### src/hw/rtl/ntg_pkg.sv
// Shared types, constants and the quarter-wave sine table for the note tone generator.
package ntg_pkg;

    localparam int PHASE_BITS_DEF = 24;
    localparam int COUNT_BITS_DEF = 22;
    localparam int FADE_LEN_DEF   = 200;

    localparam int LENGTH_BITS  = 22;
    localparam int STEP_BITS    = 23;
    localparam int AMP_BITS     = 15;
    localparam int PHASE_U_BITS = 16;
    localparam int FACTOR_BITS  = 13;
    localparam int SAMPLE_BITS  = 16;
    localparam int QUEUE_DEPTH  = 4;

    typedef enum logic [1:0] {
        WAVE_SQUARE   = 2'd0,
        WAVE_TRIANGLE = 2'd1,
        WAVE_SAWTOOTH = 2'd2,
        WAVE_SINE     = 2'd3
    } wave_t;

    typedef struct packed {
        logic [PHASE_U_BITS-1:0] phase;
        wave_t                   wave;
        logic [AMP_BITS-1:0]     amp;
        logic                    silent;
        logic                    fade_en;
        logic [FACTOR_BITS-1:0]  factor;
        logic                    last;
    } item_t;

    localparam logic [15:0] QUARTER_SINE [65] = '{
        16'd0,     16'd804,   16'd1608,  16'd2410,  16'd3212,  16'd4011,  16'd4808,  16'd5602,
        16'd6393,  16'd7179,  16'd7962,  16'd8739,  16'd9512,  16'd10278, 16'd11039, 16'd11793,
        16'd12539, 16'd13279, 16'd14010, 16'd14732, 16'd15446, 16'd16151, 16'd16846, 16'd17530,
        16'd18204, 16'd18868, 16'd19519, 16'd20159, 16'd20787, 16'd21403, 16'd22005, 16'd22594,
        16'd23170, 16'd23731, 16'd24279, 16'd24811, 16'd25329, 16'd25832, 16'd26319, 16'd26790,
        16'd27245, 16'd27683, 16'd28105, 16'd28510, 16'd28898, 16'd29268, 16'd29621, 16'd29956,
        16'd30273, 16'd30571, 16'd30852, 16'd31113, 16'd31356, 16'd31580, 16'd31785, 16'd31971,
        16'd32137, 16'd32285, 16'd32412, 16'd32521, 16'd32609, 16'd32678, 16'd32728, 16'd32757,
        16'd32767
    };

endpackage

### src/hw/rtl/ntg_queue.sv
// Short queue of classified sample jobs between front and back end.
module ntg_queue (
    input  logic           clk,
    input  logic           rst_n,
    input  logic           push,
    input  ntg_pkg::item_t push_item,
    input  logic           pop,
    output logic           full,
    output logic           not_empty,
    output ntg_pkg::item_t head_item
);

    localparam int PW = $clog2(ntg_pkg::QUEUE_DEPTH);
    localparam int NW = $clog2(ntg_pkg::QUEUE_DEPTH + 1);

    ntg_pkg::item_t entry_reg [ntg_pkg::QUEUE_DEPTH];
    logic [PW-1:0]  wr_ptr_reg;
    logic [PW-1:0]  wr_ptr_next;
    logic [PW-1:0]  rd_ptr_reg;
    logic [PW-1:0]  rd_ptr_next;
    logic [NW-1:0]  count_reg;
    logic [NW-1:0]  count_next;
    logic           do_push;
    logic           do_pop;

    assign full      = (count_reg == NW'(ntg_pkg::QUEUE_DEPTH));
    assign not_empty = (count_reg != '0);
    assign do_push   = push && !full;
    assign do_pop    = pop && not_empty;
    assign head_item = entry_reg[rd_ptr_reg];

    always_comb
    begin
        wr_ptr_next = do_push ? wr_ptr_reg + PW'(1) : wr_ptr_reg;
        rd_ptr_next = do_pop ? rd_ptr_reg + PW'(1) : rd_ptr_reg;
        count_next  = count_reg;
        if (do_push && !do_pop)
        begin
            count_next = count_reg + NW'(1);
        end
        else if (do_pop && !do_push)
        begin
            count_next = count_reg - NW'(1);
        end
    end

    always_ff @(posedge clk or negedge rst_n)
    begin
        if (!rst_n)
        begin
            wr_ptr_reg <= '0;
            rd_ptr_reg <= '0;
            count_reg  <= '0;
        end
        else
        begin
            wr_ptr_reg <= wr_ptr_next;
            rd_ptr_reg <= rd_ptr_next;
            count_reg  <= count_next;
        end
    end

    always_ff @(posedge clk)
    begin
        if (do_push)
        begin
            entry_reg[wr_ptr_reg] <= push_item;
        end
    end

endmodule

### config.mk
export PLATFORM = sky130hd
export DESIGN_NAME = ntg_queue
export DESIGN_NICKNAME = d
export VERILOG_FILES = /design/src/hw/rtl/ntg_pkg.sv /design/src/hw/rtl/ntg_queue.sv
export SDC_FILE = /design/constraint.sdc
export NUM_CORES = 1
export LEC_CHECK = 0
export BUFFER_PORTS_ARGS = -buffer_cell sky130_fd_sc_hd__buf_4
export CAP_MARGIN = 20
export CELL_PAD_IN_SITES_DETAIL_PLACEMENT = 1
export CELL_PAD_IN_SITES_GLOBAL_PLACEMENT = 2
export CORE_MARGIN = 2
export CORE_UTILIZATION = 45
export CTS_CLUSTER_SIZE = 20
export DETAILED_ROUTE_END_ITERATION = 10
export PLACE_DENSITY = 0.77
export SYNTH_ARGS = -nofsm -noshare
export SYNTH_HDL_FRONTEND = slang
export SYNTH_SLANG_ARGS = --single-unit
### constraint.sdc
create_clock -name clk -period 2.85 [get_ports clk]
set_input_delay 0 -clock clk [delete_from_list [all_inputs] [get_ports clk]]
set_output_delay 0 -clock clk [all_outputs]
set_load 0.03 [all_outputs]
==> impl_metrics.json <==
{
  "status": "finished, final reports clean",
  "die_area_um2": 17800,
  "worstSetupEndpoint": "head_item[43]",
  "rsz0062_at_grt": "false",
  "area_growth_pct": 29.0,
  "cts_resized": 0,
  "avgRoutedWirePerCell_um": 20.7,
  "grt_pass1_wl_mm": 22.7,
  "setup_tns_ps": 0,
  "min_period_ps": 2250,
  "crit_path_start": "rd_ptr_reg[0]$_DFFE_PN0P_",
  "cp.depth": 3,
  "core_um2": 16500,
  "fmax_ghz": 0.445,
  "clockBufferDepth": 3,
  "ys_ff_latch": 203,
  "yosys.area_share.simple": 0.00828,
  "htreeDepth": 1,
  "rr_startpoint": "count_reg[2]$_DFFE_PN0P_",
  "largest_register_ffs": 196,
  "start_kind": "flip-flop",
  "worst_clock_skew_ps": 8.80,
  "routabilityCongestion": 0.687,
  "ys_seq_area_frac": 0.802,
  "fill_cells": 1411,
  "synth_compound_area_frac": 0,
  "r2r_cells": 8,
  "clk_pin_slew_ps": 50,
  "gr-total-overflow": 0,
  "routed_wl_mm": 14.5,
  "cp_num_buf_inv": 2,
  "timing.reg2reg.setup_slack_ps": 650,
  "n_antenna_cell": 0,
  "syn_area_um2": 7550,
  "worstPathCellList": "buf_12 > mux4_1 > buf_4",
  "io_pins": 104,
  "antenna_found_initial": 0,
  "cts_tree": "done",
  "powerDensity_nw_per_um2": 1070,
  "setup_viol": 0,
  "nNetsFinal": 527,
  "slew_viol_final": 0,
  "num_vias": 3576,
  "synth.area.mux_share": 0.150,
  "syn_inst": 292,
  "wl_met2_mm": 7.43,
  "dieHeight_um": 134,
  "clk_latency_ps": 480,
  "min_path_type": "in2reg",
  "place_ws_ps": 603,
  "root_buffer": "clkbuf_16",
  "critPathCaptureType": "output pin",
  "grt_pass1_vias": 4051,
  "path_class": "reg2out",
  "layout-drive-gt1-share": 0.407,
  "maxSlewHeadroom": 0.567,
  "place_hpwl_mm": 9.06,
  "cpLargestDelayFamily": "flip-flops",
  "track_usage": 0.168,
  "r2r_end": "count_reg[2]$_DFFE_PN0P_",
  "routed.top_layer": "met4",
  "synth_xor_area_frac": 0.00696,
  "slowest_stage": "dfrtp_4",
  "synthAdderAreaFrac": 0.0109,
  "drt_iter0_drc": 177,
  "fin_crit_sh": 0.788,
  "peakVddDrop_v": 0.000529,
  "setup_ws_ps": 603,
  "p_leak_nw": 3.39,
  "worst_pin_slew_ps": 649,
  "maxCapViolations": 0,
  "worst-path-max-fanout": 26,
  "drt_pass1_iterations": 4,
  "drt-met1-wl_mm": 5.98,
  "crit_required_ps": 2850,
  "hold_violations": 0,
  "ys_warn_count": 0,
  "antenna_left": 0,
  "grt_max_degree": 32,
  "die_width_um": 134,
  "arrival_ps": 2250,
  "syn-num-nets": 351,
  "port_buffers": 103,
  "viasPerCell": 5.12,
  "critPathMaxStageDelay_ps": 680,
  "syn_area_per_cell_um2": 25.9,
  "std_cell_rows": 47,
  "synth_top_family_by_area": "multiplexers",
  "start_util": 0.457,
  "wl_met3_um": 738,
  "drc_errors": 0,
  "synthDistinctLibCells": 22,
  "clkSinkCount": 203,
  "cts_made_buffers": 21
}
-- routing by layer --
layer / vias up / global-route usage
li1: 1588 / -
met1: 1853 / 0.215
met2: 110 / 0.294
met3: 25 / 0.0331
met4: 0 / 0.0455
met5: - / 0
-- layout make-up --
cell class	count	area, µm²	share of cell area
timing repair buffer	166	1480	0.152
sequential	203	6070	0.623
clock buffer	28	552	0.0566
multi-input combinational	73	1340	0.137
inverter	3	11.3	0.00116
tap	220	275	0.0283
clock inverter	6	26.3	0.00270
-- worst min-delay path, stage by stage --
cell     delay [ps]
buf_4           110
nor2b_1         200
xnor2_1         150
-- synth_stat cells, drive strengths merged --
cell	count	area [µm²]
clkbuf	1	3.75
xnor2	4	35.0
dfrtp	7	175
nor3b	1	12.5
nor2b	1	6.26
nand3	1	5.00
fa	1	20.0
mux4	49	1110
nand2	1	3.75
or3	1	6.26
ha	5	62.6
buf	12	148
inv	3	11.3
xor2	2	17.5
and2	4	25.0
edfxtp	196	5890
mux2	2	26.3
nor2	1	3.75
-- cells in the final DEF, fill, tap and decap left out, types with 2 or more instances in the layout --
cell           netlist  layout
dfrtp_1              7       5
edfxtp_1           196     196
clkbuf_1             1       7
clkbuf_16            0      21
xnor2_1              4       4
clkinv_1             0       3
mux4_2              48      48
buf_12               5       8
clkinv_2             0       3
xor2_1               2       2
buf_4                0     106
ha_1                 5       5
dlygate4sd3_1        0      52
inv_1                3       3
and2_2               0       4
-- cells by family (layout without fill, tap and decap cells) --
family	after synthesis	count (layout)
buffers and inverters	16	203
adder cells (fa/ha/maj)	6	6
AND/OR/NAND/NOR	10	10
flip-flops	203	203
XOR/XNOR	6	6
multiplexers	51	51
-- through the flow --
step / area (µm²) / hold WS (ps) / instances / util / power, W
after floorplan: 7550 / -296 / 292 / - / 0.00686
after global placement: 8640 / -178 / 613 / 0.523 / 0.00806
after detailed placement: 8640 / -177 / 613 / 0.523 / 0.00815
after CTS: 9740 / 24.3 / 699 / 0.590 / 0.0106
after global routing: 9740 / 45.4 / 699 / 0.590 / 0.0109
final: 9740 / 28.0 / 699 / 0.590 / 0.0104
-- what timing repair did --
item / 4_1_cts / 5_1_grt
hold buffers: 52 / 0
setup buffers: 0 / 0
hold endpoints to repair: 205 / 0
-- where the power goes --
group / leakage (nW) / switching [W] / internal, W / total (W)
logic: 1.23 / 0.00210 / 0.00167 / 0.00378
registers: 1.88 / 0.000314 / 0.00396 / 0.00427
clock network: 0.283 / 0.00100 / 0.00135 / 0.00235
total: 3.39 / 0.00342 / 0.00698 / 0.0104
-- worst min path at each step --
stage	start	to	slack, ps	cells after the start
finish	push	wr_ptr_reg[0]$_DFFE_PN0P_	30	3
global route	push	wr_ptr_reg[0]$_DFFE_PN0P_	50	3
CTS	push	wr_ptr_reg[0]$_DFFE_PN0P_	20	3
detailed placement	rst_n	rd_ptr_reg[1]$_DFFE_PN0P_	-180	1
global placement	rst_n	count_reg[0]$_DFFE_PN0P_	-180	1
floorplan	rst_n	count_reg[0]$_DFFE_PN0P_	-300	0
Power figures use the tool's default switching activity.
