### src/hw/rtl/ntg_pkg.sv
// Shared types, constants and the quarter-wave sine table for the note tone generator.
package ntg_pkg;

    localparam int PHASE_BITS_DEF = 24;
    localparam int COUNT_BITS_DEF = 22;
    localparam int FADE_LEN_DEF   = 200;

    localparam int LENGTH_BITS  = 22;
    localparam int STEP_BITS    = 23;
    localparam int AMP_BITS     = 15;
    localparam int PHASE_U_BITS = 16;
    localparam int FACTOR_BITS  = 13;
    localparam int SAMPLE_BITS  = 16;
    localparam int QUEUE_DEPTH  = 4;

    typedef enum logic [1:0] {
        WAVE_SQUARE   = 2'd0,
        WAVE_TRIANGLE = 2'd1,
        WAVE_SAWTOOTH = 2'd2,
        WAVE_SINE     = 2'd3
    } wave_t;

    typedef struct packed {
        logic [PHASE_U_BITS-1:0] phase;
        wave_t                   wave;
        logic [AMP_BITS-1:0]     amp;
        logic                    silent;
        logic                    fade_en;
        logic [FACTOR_BITS-1:0]  factor;
        logic                    last;
    } item_t;

    localparam logic [15:0] QUARTER_SINE [65] = '{
        16'd0,     16'd804,   16'd1608,  16'd2410,  16'd3212,  16'd4011,  16'd4808,  16'd5602,
        16'd6393,  16'd7179,  16'd7962,  16'd8739,  16'd9512,  16'd10278, 16'd11039, 16'd11793,
        16'd12539, 16'd13279, 16'd14010, 16'd14732, 16'd15446, 16'd16151, 16'd16846, 16'd17530,
        16'd18204, 16'd18868, 16'd19519, 16'd20159, 16'd20787, 16'd21403, 16'd22005, 16'd22594,
        16'd23170, 16'd23731, 16'd24279, 16'd24811, 16'd25329, 16'd25832, 16'd26319, 16'd26790,
        16'd27245, 16'd27683, 16'd28105, 16'd28510, 16'd28898, 16'd29268, 16'd29621, 16'd29956,
        16'd30273, 16'd30571, 16'd30852, 16'd31113, 16'd31356, 16'd31580, 16'd31785, 16'd31971,
        16'd32137, 16'd32285, 16'd32412, 16'd32521, 16'd32609, 16'd32678, 16'd32728, 16'd32757,
        16'd32767
    };

endpackage

### src/hw/rtl/ntg_back.sv
// Back end: waveform, amplitude scaling, fade and output register.
module ntg_back #(
    parameter int FADE_LEN = ntg_pkg::FADE_LEN_DEF
) (
    input  logic                                clk,
    input  logic                                rst_n,
    input  logic                                job_valid,
    input  ntg_pkg::item_t                      job,
    output logic                                job_pop,
    output logic                                result_valid,
    input  logic                                result_stall,
    output logic signed [ntg_pkg::SAMPLE_BITS-1:0] sample,
    output logic                                last
);

    localparam int MW = ntg_pkg::AMP_BITS + ntg_pkg::FACTOR_BITS;
    localparam int LG = $clog2(FADE_LEN);
    localparam int SH = MW + LG;
    localparam int RW = MW + 1;
    localparam longint unsigned RECIP_L = ((64'd1 << SH) + 64'(FADE_LEN) - 64'd1) / 64'(FADE_LEN);
    localparam logic [RW-1:0] RECIP = RW'(RECIP_L);

    logic en;

    // wave
    logic [1:0]         quad;
    logic [14:0]        r;
    logic [6:0]         tidx;
    logic [6:0]         tidx_n;
    logic [7:0]         frac;
    logic [15:0]        t0;
    logic [15:0]        tdiff;
    logic [23:0]        interp;
    logic [15:0]        sine_mag;
    logic signed [18:0] uu;
    logic signed [18:0] w;
    logic [18:0]        w_abs;

    logic                           s1_valid_reg;
    logic                           s1_neg_reg;
    logic [16:0]                    s1_wmag_reg;
    logic [ntg_pkg::AMP_BITS-1:0]   s1_amp_reg;
    logic                           s1_silent_reg;
    logic                           s1_fade_en_reg;
    logic [ntg_pkg::FACTOR_BITS-1:0] s1_factor_reg;
    logic                           s1_last_reg;

    logic [31:0]                    amp_prod;
    logic                           s2_valid_reg;
    logic                           s2_neg_reg;
    logic [14:0]                    s2_raw_reg;
    logic                           s2_silent_reg;
    logic                           s2_fade_en_reg;
    logic [ntg_pkg::FACTOR_BITS-1:0] s2_factor_reg;
    logic                           s2_last_reg;

    logic                           s3_valid_reg;
    logic                           s3_neg_reg;
    logic [14:0]                    s3_raw_reg;
    logic                           s3_silent_reg;
    logic                           s3_fade_en_reg;
    logic [MW-1:0]                  s3_fprod_reg;
    logic                           s3_last_reg;

    logic                           s4_valid_reg;
    logic                           s4_neg_reg;
    logic [14:0]                    s4_raw_reg;
    logic                           s4_silent_reg;
    logic                           s4_fade_en_reg;
    logic [MW+RW-1:0]               s4_qprod_reg;
    logic                           s4_last_reg;

    logic [14:0]                    final_mag;
    logic signed [ntg_pkg::SAMPLE_BITS-1:0] sample_next;

    logic                           out_valid_reg;
    logic signed [ntg_pkg::SAMPLE_BITS-1:0] sample_reg;
    logic                           last_reg;

    assign en           = !(out_valid_reg && result_stall);
    assign job_pop      = en && job_valid;
    assign result_valid = out_valid_reg;
    assign sample       = sample_reg;
    assign last         = last_reg;

    always_comb
    begin
        quad   = job.phase[15:14];
        r      = {1'b0, job.phase[13:0]};
        if (quad[0])
        begin
            r = 15'd16384 - r;
        end
        tidx   = r[14:8];
        frac   = r[7:0];
        tidx_n = (tidx == 7'd64) ? tidx : tidx + 7'd1;
        t0     = ntg_pkg::QUARTER_SINE[tidx];
        tdiff  = ntg_pkg::QUARTER_SINE[tidx_n] - t0;
        interp = 24'(tdiff) * 24'(frac);
        sine_mag = t0 + 16'(interp >> 8);
        uu     = signed'({3'b000, job.phase});
        unique case (job.wave)
            ntg_pkg::WAVE_SQUARE:
            begin
                w = (job.phase <= 16'd32768) ? 19'sd32768 : -19'sd32768;
            end
            ntg_pkg::WAVE_TRIANGLE:
            begin
                priority if (job.phase < 16'd16384)
                begin
                    w = 19'sd2 * uu;
                end
                else if (job.phase < 16'd49152)
                begin
                    w = 19'sd65536 - 19'sd2 * uu;
                end
                else
                begin
                    w = 19'sd2 * uu - 19'sd131072;
                end
            end
            ntg_pkg::WAVE_SAWTOOTH:
            begin
                w = uu - 19'sd32768;
            end
            ntg_pkg::WAVE_SINE:
            begin
                w = quad[1] ? -signed'({3'b000, sine_mag}) : signed'({3'b000, sine_mag});
            end
            default:
            begin
                w = '0;
            end
        endcase
        w_abs = w[18] ? 19'(-w) : 19'(w);
    end

    assign amp_prod = 32'(s1_amp_reg) * 32'(s1_wmag_reg);

    always_comb
    begin
        final_mag = s4_fade_en_reg ? s4_qprod_reg[SH+14:SH] : s4_raw_reg;
        if (s4_silent_reg)
        begin
            sample_next = '0;
        end
        else if (s4_neg_reg)
        begin
            sample_next = -signed'({1'b0, final_mag});
        end
        else
        begin
            sample_next = signed'({1'b0, final_mag});
        end
    end

    always_ff @(posedge clk or negedge rst_n)
    begin
        if (!rst_n)
        begin
            s1_valid_reg  <= 1'b0;
            s2_valid_reg  <= 1'b0;
            s3_valid_reg  <= 1'b0;
            s4_valid_reg  <= 1'b0;
            out_valid_reg <= 1'b0;
        end
        else if (en)
        begin
            s1_valid_reg  <= job_valid;
            s2_valid_reg  <= s1_valid_reg;
            s3_valid_reg  <= s2_valid_reg;
            s4_valid_reg  <= s3_valid_reg;
            out_valid_reg <= s4_valid_reg;
        end
    end

    always_ff @(posedge clk)
    begin
        if (en)
        begin
            s1_neg_reg     <= w[18];
            s1_wmag_reg    <= w_abs[16:0];
            s1_amp_reg     <= job.amp;
            s1_silent_reg  <= job.silent;
            s1_fade_en_reg <= job.fade_en;
            s1_factor_reg  <= job.factor;
            s1_last_reg    <= job.last;

            s2_neg_reg     <= s1_neg_reg;
            s2_raw_reg     <= amp_prod[29:15];
            s2_silent_reg  <= s1_silent_reg;
            s2_fade_en_reg <= s1_fade_en_reg;
            s2_factor_reg  <= s1_factor_reg;
            s2_last_reg    <= s1_last_reg;

            s3_neg_reg     <= s2_neg_reg;
            s3_raw_reg     <= s2_raw_reg;
            s3_silent_reg  <= s2_silent_reg;
            s3_fade_en_reg <= s2_fade_en_reg;
            s3_fprod_reg   <= MW'(s2_raw_reg) * MW'(s2_factor_reg);
            s3_last_reg    <= s2_last_reg;

            s4_neg_reg     <= s3_neg_reg;
            s4_raw_reg     <= s3_raw_reg;
            s4_silent_reg  <= s3_silent_reg;
            s4_fade_en_reg <= s3_fade_en_reg;
            s4_qprod_reg   <= (MW+RW)'(s3_fprod_reg) * (MW+RW)'(RECIP);
            s4_last_reg    <= s3_last_reg;

            sample_reg     <= sample_next;
            last_reg       <= s4_last_reg;
        end
    end

endmodule

### config.mk
export PLATFORM = sky130hd
export DESIGN_NAME = ntg_back
export DESIGN_NICKNAME = d
export VERILOG_FILES = /design/src/hw/rtl/ntg_pkg.sv /design/src/hw/rtl/ntg_back.sv
export SDC_FILE = /design/constraint.sdc
export NUM_CORES = 2
export LEC_CHECK = 0
export BUFFER_PORTS_ARGS = -buffer_cell sky130_fd_sc_hd__buf_2
export CORE_MARGIN = 4
export CORE_UTILIZATION = 45
export CTS_CLUSTER_SIZE = 16
export DETAILED_ROUTE_END_ITERATION = 16
export PLACE_DENSITY = 0.59
export SYNTH_ARGS = -nofsm -noshare
export SYNTH_HDL_FRONTEND = slang
export SYNTH_SLANG_ARGS = --single-unit
### constraint.sdc
create_clock -name clk -period 9.22 [get_ports clk]
set_clock_uncertainty 0.15 [all_clocks]
set_input_delay 0.922 -clock clk [delete_from_list [all_inputs] [get_ports clk]]
set_output_delay 0.922 -clock clk [all_outputs]
set_load 0.01 [all_outputs]
==> out/metrics.yaml <==
yosysSeqAreaShare_pct: 13.8
cap_violations: 0
vias_per_cell: 5.28
slew_viol_final: 0
r2r_cells: 22
crit_path_max_incr_delay_ps: 550
fin_nets: 5845
synth_common_cells: "inv_1, fa_1, ha_1"
hold_path_class: "in -> async"
critPathLaunchType: "input pin"
grt_pass1_wl_mm: 174
finalSetupViolCount: 17
vias: 30400
dp_slack_ps: -3510
die_y_um: 305
cts_tree: "built"
layout_setup_ws_ps: -2790
postRouteAntennaNets: 0
n_fill_cell: 8052
overflow: 0
cts.sinks: 184
clockBufferDepth: 2
initial_core_util_pct: 45.6
grt_pass1_vias: 32000
synth_largest_area_cell: "fa_1"
portBuffers: 71
critical_path_required_ps: 9280
ctsHoldBuffers: 0
syn2layout_area_growth_pct: 16.4
root_buffer: "clkbuf_16"
grt_antenna_before_repair: 1
crit_top_cell: "buf_4"
yosys-top-cells-area: "fa_1, ha_1, edfxtp_1"
synth_cells: 4189
syn-num-nets: 5448
wl_per_cell_um: 18.5
cts.clk_slew.worst_paths_ps: 80
hold_viol: 0
yosysWarnings: 0
numCtsBuffers: 17
place_congestion: 0.921
fp.dieW_um: 305
yosysMostFrequentCell: "inv_1"
synth_area_um2: 39800
drc: 0
worst_setup_path_end_kind: "flip-flop"
hpwl_mm: 86.8
fin_crit_ps: 12010
synthArstFlopShare_pct: 2.72
worstSetupPathType: "in -> reg"
timing.fmax_mhz: 83.2
dr.pass1.iters: 7
ys_types: 95
ys_ff_latch: 184
insertion_delay_ps: 470
track_usage_pct: 23.4
relSlewSlack_pct: 35.3
synth_flop_cell: "edfxtp_1"
grt_max_degree: 75
status: "finished, violations left"
slowest_stage: "or4_4"
r2r_slack_ps: 1370
largest_register_ffs: 28
crit_path_max_fanout: 18
synth_edf_count: 179
htree_levels: 4
routed_wl_mm: 107
arrival_ps: 12080
die-area_um2: 93200
fin_crit_sh_pct: 130
drt_iter0_markers: 1816
violations: "negative setup slack"
drive_gt1_share_pct: 17.2
synth_top_area_share_pct: 34.1
rsz0062_at_grt: "true"
boundaryPins: 72
avgSynthCellArea_um2: 9.50
worst_pin_slew_ps: 970
core_region_area_um2: 87300
num_rows: 108
[per-layer routing]
metal  up-vias  part of all wire (%)  global-route usage (%)
met3       172                   5.0                    2.78
li1      14200                     -                       -
met5         -                     0                       0
met4         0                   2.5                    5.90
met1     15200                    44                    32.1
met2       856                    49                    39.6
[cell usage in the layout, fill, tap and decap left out, types with 22 or more instances in the layout]
master	count
edfxtp_1	179
nand2_1	458
o21ai_0	85
o21a_1	24
a21o_1	35
and2_1	177
xnor2_1	102
fa_1	675
inv_1	800
buf_4	452
a21oi_1	114
a211oi_1	25
nor2_1	215
a31oi_1	22
buf_2	67
nor3_1	43
ha_1	509
xor2_1	41
o211ai_1	28
nand3_1	41
[final cells by class]
type | count | area, um2 | share of cell area, %
multi-input combinational | 3025 | 31600 | 68.2
sequential | 184 | 5500 | 11.9
timing repair buffer | 541 | 4040 | 8.73
inverter | 817 | 3080 | 6.65
tap | 1155 | 1450 | 3.12
clock buffer | 18 | 429 | 0.927
clock inverter | 14 | 225 | 0.486
antenna | 1 | 2.50 | 0.00540
[worst max-delay path, delay by kind of cell]
kind	cells	cell delay, ps
and+or+nand+nor	13	3200
adders and majority gates	8	2990
AOI/OAI and AO/OA	15	2590
buffers and inverters	12	1530
xor gates and xnor gates	5	830
[through the flow]
stage                     instance area (um2)  hold slack, ps  utilization (%)  instances  setup TNS, ps
after floorplan                         40200             250                -       4189         -54380
after global placement                  44500             252             50.9       5678         -56580
after detailed placement                44500             255             50.9       5678         -57890
after CTS                               45700            82.9             52.4       5734         -43120
after global routing                    46300            81.9             53.0       5755         -53850
final                                   46300             105             53.0       5755         -45500
[kinds of logic (layout without fill, tap and decap cells)]
| family | after synthesis | in the layout | synth area share, % |
|---|---|---|---|
| and+or+nand+nor | 1107 | 1107 | 12.9 |
| other | 0 | 1 | 0 |
| buffers and inverters | 980 | 1390 | 9.52 |
| AOI/OAI and AO/OA | 515 | 515 | 8.54 |
| xor gates and xnor gates | 170 | 170 | 3.76 |
| DFF | 184 | 184 | 13.8 |
| muxes | 27 | 27 | 0.727 |
| adders and majority gates | 1206 | 1206 | 50.7 |
[what timing repair did]
| action | CTS | global route |
|---|---|---|
| pin swaps | 45 | 89 |
| cloned | 1 | 0 |
| setup buffers | 23 | 21 |
| setup endpoints to repair | 17 | 18 |
| endpoints found under the hold margin | 0 | 0 |
| gates resized for setup | 92 | 88 |
[final timing paths]
check,startpoint,to
min reg2reg,s3_raw_reg[4],s4_raw_reg[4]
max reg2reg,s3_fprod_reg[12],s4_qprod_reg[50]
min in group clk,s3_raw_reg[4],s4_raw_reg[4]
max in group asynchronous,rst_n,s4_valid_reg
min,rst_n,result_valid
max,job[39],s1_wmag_reg[16]
Power is left out: the tool's default activity adds up to more than one toggle a clock period on the data nets, which glitch-free logic cannot reach.
