### src/hw/rtl/ntg_pkg.sv
// Shared types, constants and the quarter-wave sine table for the note tone generator.
package ntg_pkg;

    localparam int PHASE_BITS_DEF = 24;
    localparam int COUNT_BITS_DEF = 22;
    localparam int FADE_LEN_DEF   = 200;

    localparam int LENGTH_BITS  = 22;
    localparam int STEP_BITS    = 23;
    localparam int AMP_BITS     = 15;
    localparam int PHASE_U_BITS = 16;
    localparam int FACTOR_BITS  = 13;
    localparam int SAMPLE_BITS  = 16;
    localparam int QUEUE_DEPTH  = 4;

    typedef enum logic [1:0] {
        WAVE_SQUARE   = 2'd0,
        WAVE_TRIANGLE = 2'd1,
        WAVE_SAWTOOTH = 2'd2,
        WAVE_SINE     = 2'd3
    } wave_t;

    typedef struct packed {
        logic [PHASE_U_BITS-1:0] phase;
        wave_t                   wave;
        logic [AMP_BITS-1:0]     amp;
        logic                    silent;
        logic                    fade_en;
        logic [FACTOR_BITS-1:0]  factor;
        logic                    last;
    } item_t;

    localparam logic [15:0] QUARTER_SINE [65] = '{
        16'd0,     16'd804,   16'd1608,  16'd2410,  16'd3212,  16'd4011,  16'd4808,  16'd5602,
        16'd6393,  16'd7179,  16'd7962,  16'd8739,  16'd9512,  16'd10278, 16'd11039, 16'd11793,
        16'd12539, 16'd13279, 16'd14010, 16'd14732, 16'd15446, 16'd16151, 16'd16846, 16'd17530,
        16'd18204, 16'd18868, 16'd19519, 16'd20159, 16'd20787, 16'd21403, 16'd22005, 16'd22594,
        16'd23170, 16'd23731, 16'd24279, 16'd24811, 16'd25329, 16'd25832, 16'd26319, 16'd26790,
        16'd27245, 16'd27683, 16'd28105, 16'd28510, 16'd28898, 16'd29268, 16'd29621, 16'd29956,
        16'd30273, 16'd30571, 16'd30852, 16'd31113, 16'd31356, 16'd31580, 16'd31785, 16'd31971,
        16'd32137, 16'd32285, 16'd32412, 16'd32521, 16'd32609, 16'd32678, 16'd32728, 16'd32757,
        16'd32767
    };

endpackage

### src/hw/rtl/ntg_front.sv
// Front end: accepts note requests, updates phase and sample index, classifies the fade.
module ntg_front #(
    parameter int PHASE_BITS = ntg_pkg::PHASE_BITS_DEF,
    parameter int COUNT_BITS = ntg_pkg::COUNT_BITS_DEF,
    parameter int FADE_LEN   = ntg_pkg::FADE_LEN_DEF
) (
    input  logic                             clk,
    input  logic                             rst_n,
    input  logic                             req_valid,
    input  logic                             queue_full,
    input  logic                             start_req,
    input  logic [ntg_pkg::LENGTH_BITS-1:0]  note_samples,
    input  logic [ntg_pkg::STEP_BITS-1:0]    phase_step,
    input  logic [ntg_pkg::AMP_BITS-1:0]     amplitude,
    input  logic [1:0]                       wave_select,
    output logic                             req_stall,
    output logic                             push,
    output ntg_pkg::item_t                   push_item
);

    localparam int LW = (COUNT_BITS > ntg_pkg::LENGTH_BITS) ? COUNT_BITS : ntg_pkg::LENGTH_BITS;
    localparam int SW = (PHASE_BITS > ntg_pkg::STEP_BITS) ? PHASE_BITS : ntg_pkg::STEP_BITS;
    localparam int CW = (COUNT_BITS > ntg_pkg::FACTOR_BITS) ? COUNT_BITS : ntg_pkg::FACTOR_BITS;

    logic [PHASE_BITS-1:0] phase_acc_reg;
    logic [PHASE_BITS-1:0] phase_acc_next;
    logic [COUNT_BITS-1:0] sample_index_reg;
    logic [COUNT_BITS-1:0] sample_index_next;

    logic                  accept;
    logic [PHASE_BITS-1:0] eff_phase;
    logic [COUNT_BITS-1:0] eff_idx;
    logic [COUNT_BITS-1:0] length;
    logic [COUNT_BITS-1:0] rem;
    logic [CW-1:0]         rem_w;
    logic [CW-1:0]         idx_w;
    logic                  live;
    logic [SW-1:0]         phase_sum;
    logic [31:0]           phase_aligned;

    assign req_stall = queue_full;
    assign accept    = req_valid && !req_stall;
    assign eff_phase = start_req ? '0 : phase_acc_reg;
    assign eff_idx   = start_req ? '0 : sample_index_reg;
    assign length    = COUNT_BITS'(LW'(note_samples));
    assign live      = (length != '0) && (eff_idx < length);
    assign rem       = length - eff_idx;
    assign rem_w     = CW'(rem);
    assign idx_w     = CW'(eff_idx);
    assign phase_sum = SW'(eff_phase) + SW'(phase_step);
    assign phase_aligned = 32'(eff_phase) << (32 - PHASE_BITS);
    assign push      = accept && live;

    always_comb
    begin
        push_item.phase   = phase_aligned[31:16];
        push_item.wave    = ntg_pkg::wave_t'(wave_select);
        push_item.amp     = amplitude;
        push_item.silent  = (phase_step == '0);
        push_item.last    = (rem == COUNT_BITS'(1));
        push_item.fade_en = 1'b0;
        push_item.factor  = '0;
        priority if (rem_w <= CW'(FADE_LEN))
        begin
            push_item.fade_en = 1'b1;
            push_item.factor  = ntg_pkg::FACTOR_BITS'(rem_w);
        end
        else if (idx_w < CW'(FADE_LEN))
        begin
            push_item.fade_en = 1'b1;
            push_item.factor  = ntg_pkg::FACTOR_BITS'(idx_w);
        end
        else
        begin
            push_item.fade_en = 1'b0;
            push_item.factor  = '0;
        end
    end

    always_comb
    begin
        phase_acc_next    = phase_acc_reg;
        sample_index_next = sample_index_reg;
        if (accept)
        begin
            phase_acc_next    = eff_phase;
            sample_index_next = eff_idx;
            if (live)
            begin
                phase_acc_next    = PHASE_BITS'(phase_sum);
                sample_index_next = eff_idx + COUNT_BITS'(1);
            end
        end
    end

    always_ff @(posedge clk or negedge rst_n)
    begin
        if (!rst_n)
        begin
            phase_acc_reg    <= '0;
            sample_index_reg <= '0;
        end
        else
        begin
            phase_acc_reg    <= phase_acc_next;
            sample_index_reg <= sample_index_next;
        end
    end

    a_empty_note_no_push: assert property (@(posedge clk) disable iff (!rst_n)
        (accept && length == '0) |-> !push)
        else $error("empty note produced a queue entry");

    a_index_advance: assert property (@(posedge clk) disable iff (!rst_n)
        push |=> sample_index_reg == $past(eff_idx) + COUNT_BITS'(1))
        else $error("sample index did not advance after a sample");

    a_factor_bound: assert property (@(posedge clk) disable iff (!rst_n)
        (push && push_item.fade_en) |-> (32'(push_item.factor) <= 32'(FADE_LEN)))
        else $error("fade factor beyond fade length");

endmodule

### config.mk
export PLATFORM = sky130hd
export DESIGN_NAME = ntg_front
export DESIGN_NICKNAME = d
export VERILOG_FILES = /design/src/hw/rtl/ntg_pkg.sv /design/src/hw/rtl/ntg_front.sv
export SDC_FILE = /design/constraint.sdc
export NUM_CORES = 1
export LEC_CHECK = 0
export BUFFER_PORTS_ARGS = -buffer_cell sky130_fd_sc_hd__clkbuf_2
export CAP_MARGIN = 10
export CORE_MARGIN = 8
export CORE_UTILIZATION = 60
export DETAILED_ROUTE_END_ITERATION = 12
export PLACE_DENSITY = 0.9
export SLEW_MARGIN = 20
export SYNTH_ARGS = -nofsm -noshare
export SYNTH_HDL_FRONTEND = slang
export SYNTH_SLANG_ARGS = --single-unit
### constraint.sdc
create_clock -name clk -period 5.7 [get_ports clk]
set_input_delay 0.285 -clock clk [delete_from_list [all_inputs] [get_ports clk]]
set_output_delay 0.285 -clock clk [all_outputs]
set_load 0.03 [all_outputs]
==> results of run 1 <==
[cell usage after synthesis, types with 4 or more instances]
cell | number | share of area (%)
sky130_fd_sc_hd__a21o_1 | 19 | 2.8
sky130_fd_sc_hd__a21oi_1 | 39 | 3.8
sky130_fd_sc_hd__a31oi_1 | 6 | 0.73
sky130_fd_sc_hd__and2_1 | 4 | 0.49
sky130_fd_sc_hd__and3_1 | 5 | 0.61
sky130_fd_sc_hd__buf_2 | 4 | 0.39
sky130_fd_sc_hd__buf_4 | 24 | 3.5
sky130_fd_sc_hd__clkbuf_1 | 11 | 0.80
sky130_fd_sc_hd__dfrtp_1 | 46 | 22
sky130_fd_sc_hd__ha_1 | 47 | 11
sky130_fd_sc_hd__inv_1 | 16 | 1.2
sky130_fd_sc_hd__mux2_4 | 6 | 1.8
sky130_fd_sc_hd__nand2_1 | 99 | 7.2
sky130_fd_sc_hd__nand2b_1 | 7 | 0.85
sky130_fd_sc_hd__nand3_1 | 16 | 1.6
sky130_fd_sc_hd__nand4_1 | 15 | 1.8
sky130_fd_sc_hd__nor2_1 | 23 | 1.7
sky130_fd_sc_hd__nor2b_1 | 33 | 4.0
sky130_fd_sc_hd__nor3_1 | 20 | 1.9
sky130_fd_sc_hd__nor4_1 | 16 | 1.9
sky130_fd_sc_hd__o21a_1 | 10 | 1.5
sky130_fd_sc_hd__o21ai_0 | 43 | 4.2
sky130_fd_sc_hd__o21bai_1 | 5 | 0.73
sky130_fd_sc_hd__o31ai_1 | 4 | 0.58
sky130_fd_sc_hd__or4_1 | 4 | 0.58
sky130_fd_sc_hd__xnor2_1 | 29 | 4.9
sky130_fd_sc_hd__xor2_1 | 25 | 4.3
[power by group through the flow]
stage,clock network [µW],logic [µW],registers [µW]
CTS,195,562,411
detailed placement,0,558,418
global placement,0,539,414
finish,194,567,413
floorplan,0,449,408
global route,207,623,418
[cell families after synthesis]
family | Yosys count
other | 1
adder cells (fa/ha/maj) | 49
multiplexers | 8
AND/OR/NAND/NOR | 262
buffers and inverters | 60
flip-flops | 46
AO/OA/AOI/OAI | 163
XOR/XNOR | 54
[worst paths after layout]
kind | start | to | slack, ns | depth (start not counted)
worst max-delay path | start_req | push_item[4] | 1.45 | 14
min in group clk | phase_step[0] | phase_acc_reg[0] | 0.38 | 3
worst max register to register | sample_index_reg[3] | sample_index_reg[17] | 2.25 | 13
max in group asynchronous | rst_n | sample_index_reg[1] | 5.21 | 2
worst min register to register | phase_acc_reg[14] | phase_acc_reg[14] | 0.48 | 2
worst min-delay path | rst_n | phase_acc_reg[10] | 0.07 | 2
[cell type report]
cell class	instances	area [µm²]	share of cell area (%)
multi-input cells	541	3670	66.5
clock inverters	2	10.0	0.181
flip-flops and latches	46	1150	20.8
repair buffers	82	420	7.61
inverters	18	67.6	1.22
well taps	105	131	2.38
clock buffers	5	68.8	1.25
[routing by layer]
metal | wire length [µm] | vias to the layer above | track usage (%)
met5 | 0 | - | 0
li1 | - | 2398 | -
met3 | 1080 | 22 | 3.66
met4 | 238 | 0 | 6.26
met1 | 6000 | 2392 | 29.2
met2 | 6900 | 213 | 42.1
[layout by cell type (no fill, tap or decap), types with 4 or more instances in the layout]
| master | count |
|---|---|
| sky130_fd_sc_hd__a21o_1 | 19 |
| sky130_fd_sc_hd__dfrtp_1 | 46 |
| sky130_fd_sc_hd__nand2_1 | 99 |
| sky130_fd_sc_hd__nor2_1 | 23 |
| sky130_fd_sc_hd__clkbuf_2 | 78 |
| sky130_fd_sc_hd__or4_1 | 4 |
| sky130_fd_sc_hd__a21oi_1 | 39 |
| sky130_fd_sc_hd__nor2b_1 | 33 |
| sky130_fd_sc_hd__clkbuf_8 | 5 |
| sky130_fd_sc_hd__o31ai_1 | 4 |
| sky130_fd_sc_hd__inv_1 | 16 |
| sky130_fd_sc_hd__o21bai_1 | 5 |
| sky130_fd_sc_hd__nand2b_1 | 7 |
| sky130_fd_sc_hd__xor2_1 | 25 |
| sky130_fd_sc_hd__nand4_1 | 15 |
| sky130_fd_sc_hd__o21ai_0 | 43 |
| sky130_fd_sc_hd__mux2_4 | 6 |
| sky130_fd_sc_hd__and2_1 | 4 |
| sky130_fd_sc_hd__ha_1 | 47 |
| sky130_fd_sc_hd__nor3_1 | 20 |
| sky130_fd_sc_hd__nor4_1 | 16 |
| sky130_fd_sc_hd__a31oi_1 | 6 |
| sky130_fd_sc_hd__and3_1 | 5 |
| sky130_fd_sc_hd__conb_1 | 5 |
| sky130_fd_sc_hd__o21a_1 | 10 |
| sky130_fd_sc_hd__nand3_1 | 16 |
| sky130_fd_sc_hd__buf_4 | 4 |
| sky130_fd_sc_hd__xnor2_1 | 29 |
[through the flow]
stage	setup WS [ns]	power [µW]	instance area (µm²)
floorplan	1.75	857	5160
global placement	1.59	953	5450
detailed placement	1.51	976	5450
CTS	1.50	1170	5520
global route	1.15	1250	5520
finish	1.45	1170	5520
==> metrics.json, run 1 <==
{
  "power_leakage_uw": 0.00251,
  "die-area_mm2": 0.0118,
  "final-setup-viol-count": 0,
  "crit_chain": "clkbuf_2 -> inv_1 -> nand2_1 -> ha_1 -> nor2b_1 -> o31ai_2 -> a21oi_1 -> a21oi_1 -> o21bai_1 -> xor2_1 -> nor3b_2 -> nand4_4 -> mux2_4 -> clkbuf_2",
  "clk-insertion-delay-late_ns": 0.30,
  "ctsRootBufferMaster": "sky130_fd_sc_hd__clkbuf_8",
  "ir_drop_v": 0.000213,
  "finalHoldViolCount": 0,
  "fin_crit_ns": 4.25,
  "ys_dominant_reg_cell": "sky130_fd_sc_hd__dfrtp_1",
  "yosys_warnings": 0,
  "grt_pass1_wl_mm": 23.2,
  "endpoint_kind": "output pin",
  "synth.area.mux_share_pct": 2.14,
  "grt_pass1_vias": 4932,
  "hold_class": "in -> async",
  "crit_path_top_delay_cell": "sky130_fd_sc_hd__inv_1",
  "largest_register_ff_count": 24,
  "setup_total_negative_slack_ns": 0,
  "clkSinkCount": 46,
  "crit_path_max_incr_delay_ns": 0.56,
  "i_o_pins": 118,
  "switching_power_uw": 484,
  "portBuffers": 78,
  "netlist-cell-type-count": 71,
  "p_clk_share_pct": 16.6,
  "drt_drc_violations_left": 0,
  "syn-instance-count": 643,
  "min_period_over_period_pct": 74.5,
  "rsz0062_at_grt": "no",
  "synthSimpleGateAreaFrac_pct": 26.6,
  "route.detailed.vias_per_inst": 6.29,
  "pin_count_of_the_biggest_net_entering_global_routing": 47,
  "die_wd_um": 109,
  "leftover_overflow_at_the_end_of_global_routing": 0,
  "dp_hpwl_mm": 11.3,
  "critPathKind": "in -> out",
  "core_region_mm2": 0.00826,
  "cts-root-to-sink-buffers": 2,
  "synth.avg_cell_area_um2": 8.00,
  "slew_viol_final": 0,
  "detail_route.wirelength_mm": 14.2,
  "worst_clock_skew_ns": 0.00435,
  "cts_hold_buf": 0,
  "synth-compound-area-share_pct": 20.9,
  "comb_power_share_pct": 48.3,
  "route.antenna.remaining_nets": 0,
  "power-per-cell-area_mw_per_mm2": 212,
  "synth-seq-area-share_pct": 22.4,
  "die_h_um": 109,
  "initial_standard_cell_utilization_of_the_core_pct": 62.3,
  "instances_no_fill": 799,
  "synthesized_area_fraction_occupied_by_adder_cells_pct": 12.2,
  "worst-path-buf-inv": 3,
  "cts_resized": 0,
  "timing.hold.ws_ns": 0.0669,
  "share_seq_of_total_power_pct": 35.1,
  "placement_rows": 33,
  "place_congestion": 1.00,
  "postLayoutCoreUtil_pct": 66.9,
  "cp.required_ns": 5.41,
  "groute.usage.overall_pct": 23.7,
  "worst_pin_slew_ns": 0.779,
  "yosys.area_share.xor_xnor_pct": 9.19,
  "maxSlewHeadroom_pct": 48.0,
  "num-nets-final": 810,
  "swShare_pct": 41.2,
  "tritoncts_clock_tree": "done",
  "drv_cap": 0,
  "dr_total_vias": 5025,
  "synth_enable_flop_cells": 0,
  "numPlacedInstances": 792,
  "post_synth_instance_area_mm2": 0.00515,
  "n_antenna_cell": 0,
  "max_clock_freq_mhz": 235,
  "cts_post_setup_buffers_inserted": 0,
  "cts.clk_slew.worst_paths_ns": 0.09,
  "wl_per_cell_um": 17.8,
  "cpLargestDelayFamily": "simple AND/OR/NAND/NOR gates",
  "synthToLayoutAreaGrowth_pct": 7.34,
  "crit_fanout": 29,
  "numCtsBuffers": 5,
  "async_reset_ff_share_pct": 100,
  "cts.htree.levels": 2,
  "crit_path_start_kind": "primary input",
  "outcome": "complete, no violations",
  "power.internal_uw": 690,
  "grt_antenna_before_repair": 0,
  "first_iter_violations": 346,
  "ys_seq_elements": 46,
  "final.fill_count": 730,
  "worstPathArrival_ns": 3.96,
  "drt_pre_antenna_iters": 5,
  "layout-drive-gt1-share_pct": 17.1,
  "synth_top_family_by_area": "simple AND/OR/NAND/NOR gates"
}
No activity file was read; power rests on OpenSTA's default activity.
==> inputs of run 2 (changes only) <==
CORE_UTILIZATION = 56   (was 60)
PLACE_DENSITY = 0.85   (was 0.9)
clock period = 4.1 ns   (was 5.7 ns; I/O delays follow)
==> run 2 against run 1 <==
  * Power up 45%
  * Critical path depth down 1
  * Global-route usage about the same
  * Core utilization down 3.0 points
  * Worst setup slack worse by 1.3 ns
  * Register-to-register slack worse by 1.4 ns
  * Critical path type is now reg -> out
  * Final cell count up 2.8%
  * Hold slack better by 0.25 ns
  * Combinational power up 47%
  * Final area up 4.8%
  * Non-clock buffer count up 13
  * Critical endpoint is now push_item[3]
==> metrics.json, run 2 (synthesis gave the netlist of run 1 again) <==
{
  "most_used_cells_in_the_layout_excluding_fill_and_tap_cells": "sky130_fd_sc_hd__nand2_1 (99), sky130_fd_sc_hd__clkbuf_2 (70), sky130_fd_sc_hd__dfrtp_1 (46)",
  "layout-drive-gt1-share_pct": 21.1,
  "max_clock_freq_mhz": 252,
  "clk-insertion-delay-late_ns": 0.31,
  "synthToLayoutAreaGrowth_pct": 12.5,
  "groute.usage.overall_pct": 23.7,
  "final.fill_count": 796,
  "layout_commonest_cell": "sky130_fd_sc_hd__nand2_1",
  "drt_pre_antenna_iters": 5,
  "final-setup-viol-count": 0,
  "sequential_cell_area_mm2": 0.00115,
  "tritoncts_clock_tree": "done",
  "grt_antenna_before_repair": 0,
  "drt_drc_violations_left": 0,
  "detail_route.wirelength_mm": 15.3,
  "min_period_over_period_pct": 96.7,
  "slew_viol_final": 0,
  "ctsRootBufferMaster": "sky130_fd_sc_hd__clkbuf_8",
  "dr_total_vias": 5148,
  "worst_clock_skew_ns": 0.0138,
  "first_iter_violations": 311,
  "route.detailed.vias_per_inst": 6.27,
  "endpoint_kind": "output pin",
  "multi_input_comb_area_mm2": 0.00377,
  "power_leakage_uw": 0.00258,
  "placement_rows": 35,
  "hold_class": "in -> reg",
  "portBuffers": 78,
  "fin_crit_ns": 3.97,
  "drv_cap": 0,
  "num-nets-final": 825,
  "worstSetupPathDepth": 13,
  "initial_standard_cell_utilization_of_the_core_pct": 56.8,
  "crit_fanout": 7,
  "worst_pin_slew_ns": 0.751,
  "i_o_pins": 118,
  "pin_count_of_the_biggest_net_entering_global_routing": 47,
  "clkSinkCount": 46,
  "cts-root-to-sink-buffers": 2,
  "worst_r2r_path_depth": 13,
  "rsz0062_at_grt": "yes",
  "crit_chain": "nor2b_2 -> inv_1 -> ha_2 -> o21ai_0 -> nand2b_1 -> nand4_2 -> a211oi_2 -> a211oi_1 -> nor4_2 -> o211a_2 -> nand4_4 -> mux2_4 -> buf_6",
  "outcome": "complete, no violations",
  "power-per-cell-area_mw_per_mm2": 294,
  "maxSlewHeadroom_pct": 49.7,
  "cts.clk_slew.worst_paths_ns": 0.10,
  "route.antenna.remaining_nets": 0,
  "cts.htree.levels": 2,
  "die_wd_um": 112,
  "timing.hold.ws_ns": 0.321,
  "grt_pass1_wl_mm": 25.1,
  "largest_register_ff_count": 24,
  "leftover_overflow_at_the_end_of_global_routing": 0,
  "wl_per_cell_um": 18.7,
  "worstPathArrival_ns": 3.76,
  "grt_pass1_vias": 5316,
  "finalHoldViolCount": 0,
  "die_h_um": 112,
  "cpLargestDelayFamily": "simple AND/OR/NAND/NOR gates",
  "place_congestion": 0.981,
  "postLayoutCoreUtil_pct": 63.9,
  "critPathKind": "reg -> out",
  "dp_hpwl_mm": 11.9,
  "n_antenna_cell": 0,
  "cp.required_ns": 3.89,
  "ir_drop_v": 0.000336,
  "crit_path_start_kind": "flip-flop",
  "crit_path_max_incr_delay_ns": 0.43,
  "crit_path_top_delay_cell": "sky130_fd_sc_hd__ha_2",
  "numCtsBuffers": 5,
  "core_region_mm2": 0.00906,
  "timing.hold.worst_path_depth": 3,
  "die-area_mm2": 0.0125,
  "worst-path-buf-inv": 2
}
==> run 2: changes by cell type in the layout (fill, tap and decap cells not counted), moves of 2 or more <==
cell | previous run | this run
sky130_fd_sc_hd__nor2b_1 | 33 | 29
sky130_fd_sc_hd__clkinv_2 | 2 | 0
sky130_fd_sc_hd__ha_1 | 47 | 45
sky130_fd_sc_hd__a21oi_1 | 39 | 37
sky130_fd_sc_hd__clkinvlp_4 | 0 | 2
sky130_fd_sc_hd__clkbuf_4 | 0 | 2
sky130_fd_sc_hd__a21oi_2 | 1 | 3
sky130_fd_sc_hd__buf_6 | 0 | 5
sky130_fd_sc_hd__nor2b_4 | 0 | 2
sky130_fd_sc_hd__nor2b_2 | 0 | 2
sky130_fd_sc_hd__buf_4 | 4 | 16
sky130_fd_sc_hd__clkbuf_2 | 78 | 70
==> run 2: layout make-up <==
type                       instances  area share (%)
multi-input combinational        542            65.2
timing repair buffer              95            9.61
clock buffer                       5            1.19
inverter                          18            1.23
sequential                        46            19.9
tap                              111            2.40
clock inverter                     3           0.432
timing repair inverter             1          0.0864
==> run 2: worst paths after layout <==
check | endpoint | slack, ns | startpoint
max | push_item[3] | 0.13 | sample_index_reg[7]
min | phase_acc_reg[0] | 0.32 | phase_step[0]
max in group asynchronous | phase_acc_reg[5] | 3.16 | rst_n
max reg2reg | sample_index_reg[20] | 0.89 | sample_index_reg[7]
min in group asynchronous | phase_acc_reg[10] | 0.52 | rst_n
min reg2reg | phase_acc_reg[8] | 0.48 | phase_acc_reg[8]
==> run 2: worst register-to-register path: cells and delay by family (launching register included) <==
kind	cells	cell delay, ns
AOI/OAI and AO/OA	5	0.83
xor gates and xnor gates	1	0.17
adders and majority gates	1	0.43
buffers and inverters	2	0.33
DFF	1	0.39
and+or+nand+nor	4	0.97
==> run 2: report_power, final <==
part	internal (µW)	switching, µW
logic	340	491
registers	532	43.4
clock network	123	173
==> run 2: per-layer routing <==
layer	vias up	wire length [µm]	GRT usage, %	part of all wire [%]
li1	2439	-	-	-
met1	2470	6550	27.7	43
met3	40	978	4.38	6.4
met2	199	7390	42.4	48
met4	0	398	7.75	2.6
met5	-	0	0	0
==> run 2: what timing repair did <==
action                                 4_1_cts  5_1_grt
cloned                                       0        2
setup buffers                                0        8
hold buffers                                 1        0
endpoints found under the hold margin        3        0
resized for setup                            4       43
setup endpoints to repair                    9       10
pin swaps                                    1        9
==> run 2: stage by stage <==
stage	setup slack (ns)	area (µm²)	TNS [ns]	power, µW	std cells
CTS	0.0182	5600	0	1660	811
global route	-0.0485	5790	-0.165	1820	821
finish	0.134	5790	0	1700	821
detailed placement	-0.0324	5480	-0.143	1360	802
floorplan	0.312	5160	0	1190	647
global placement	0.0355	5480	0	1330	802
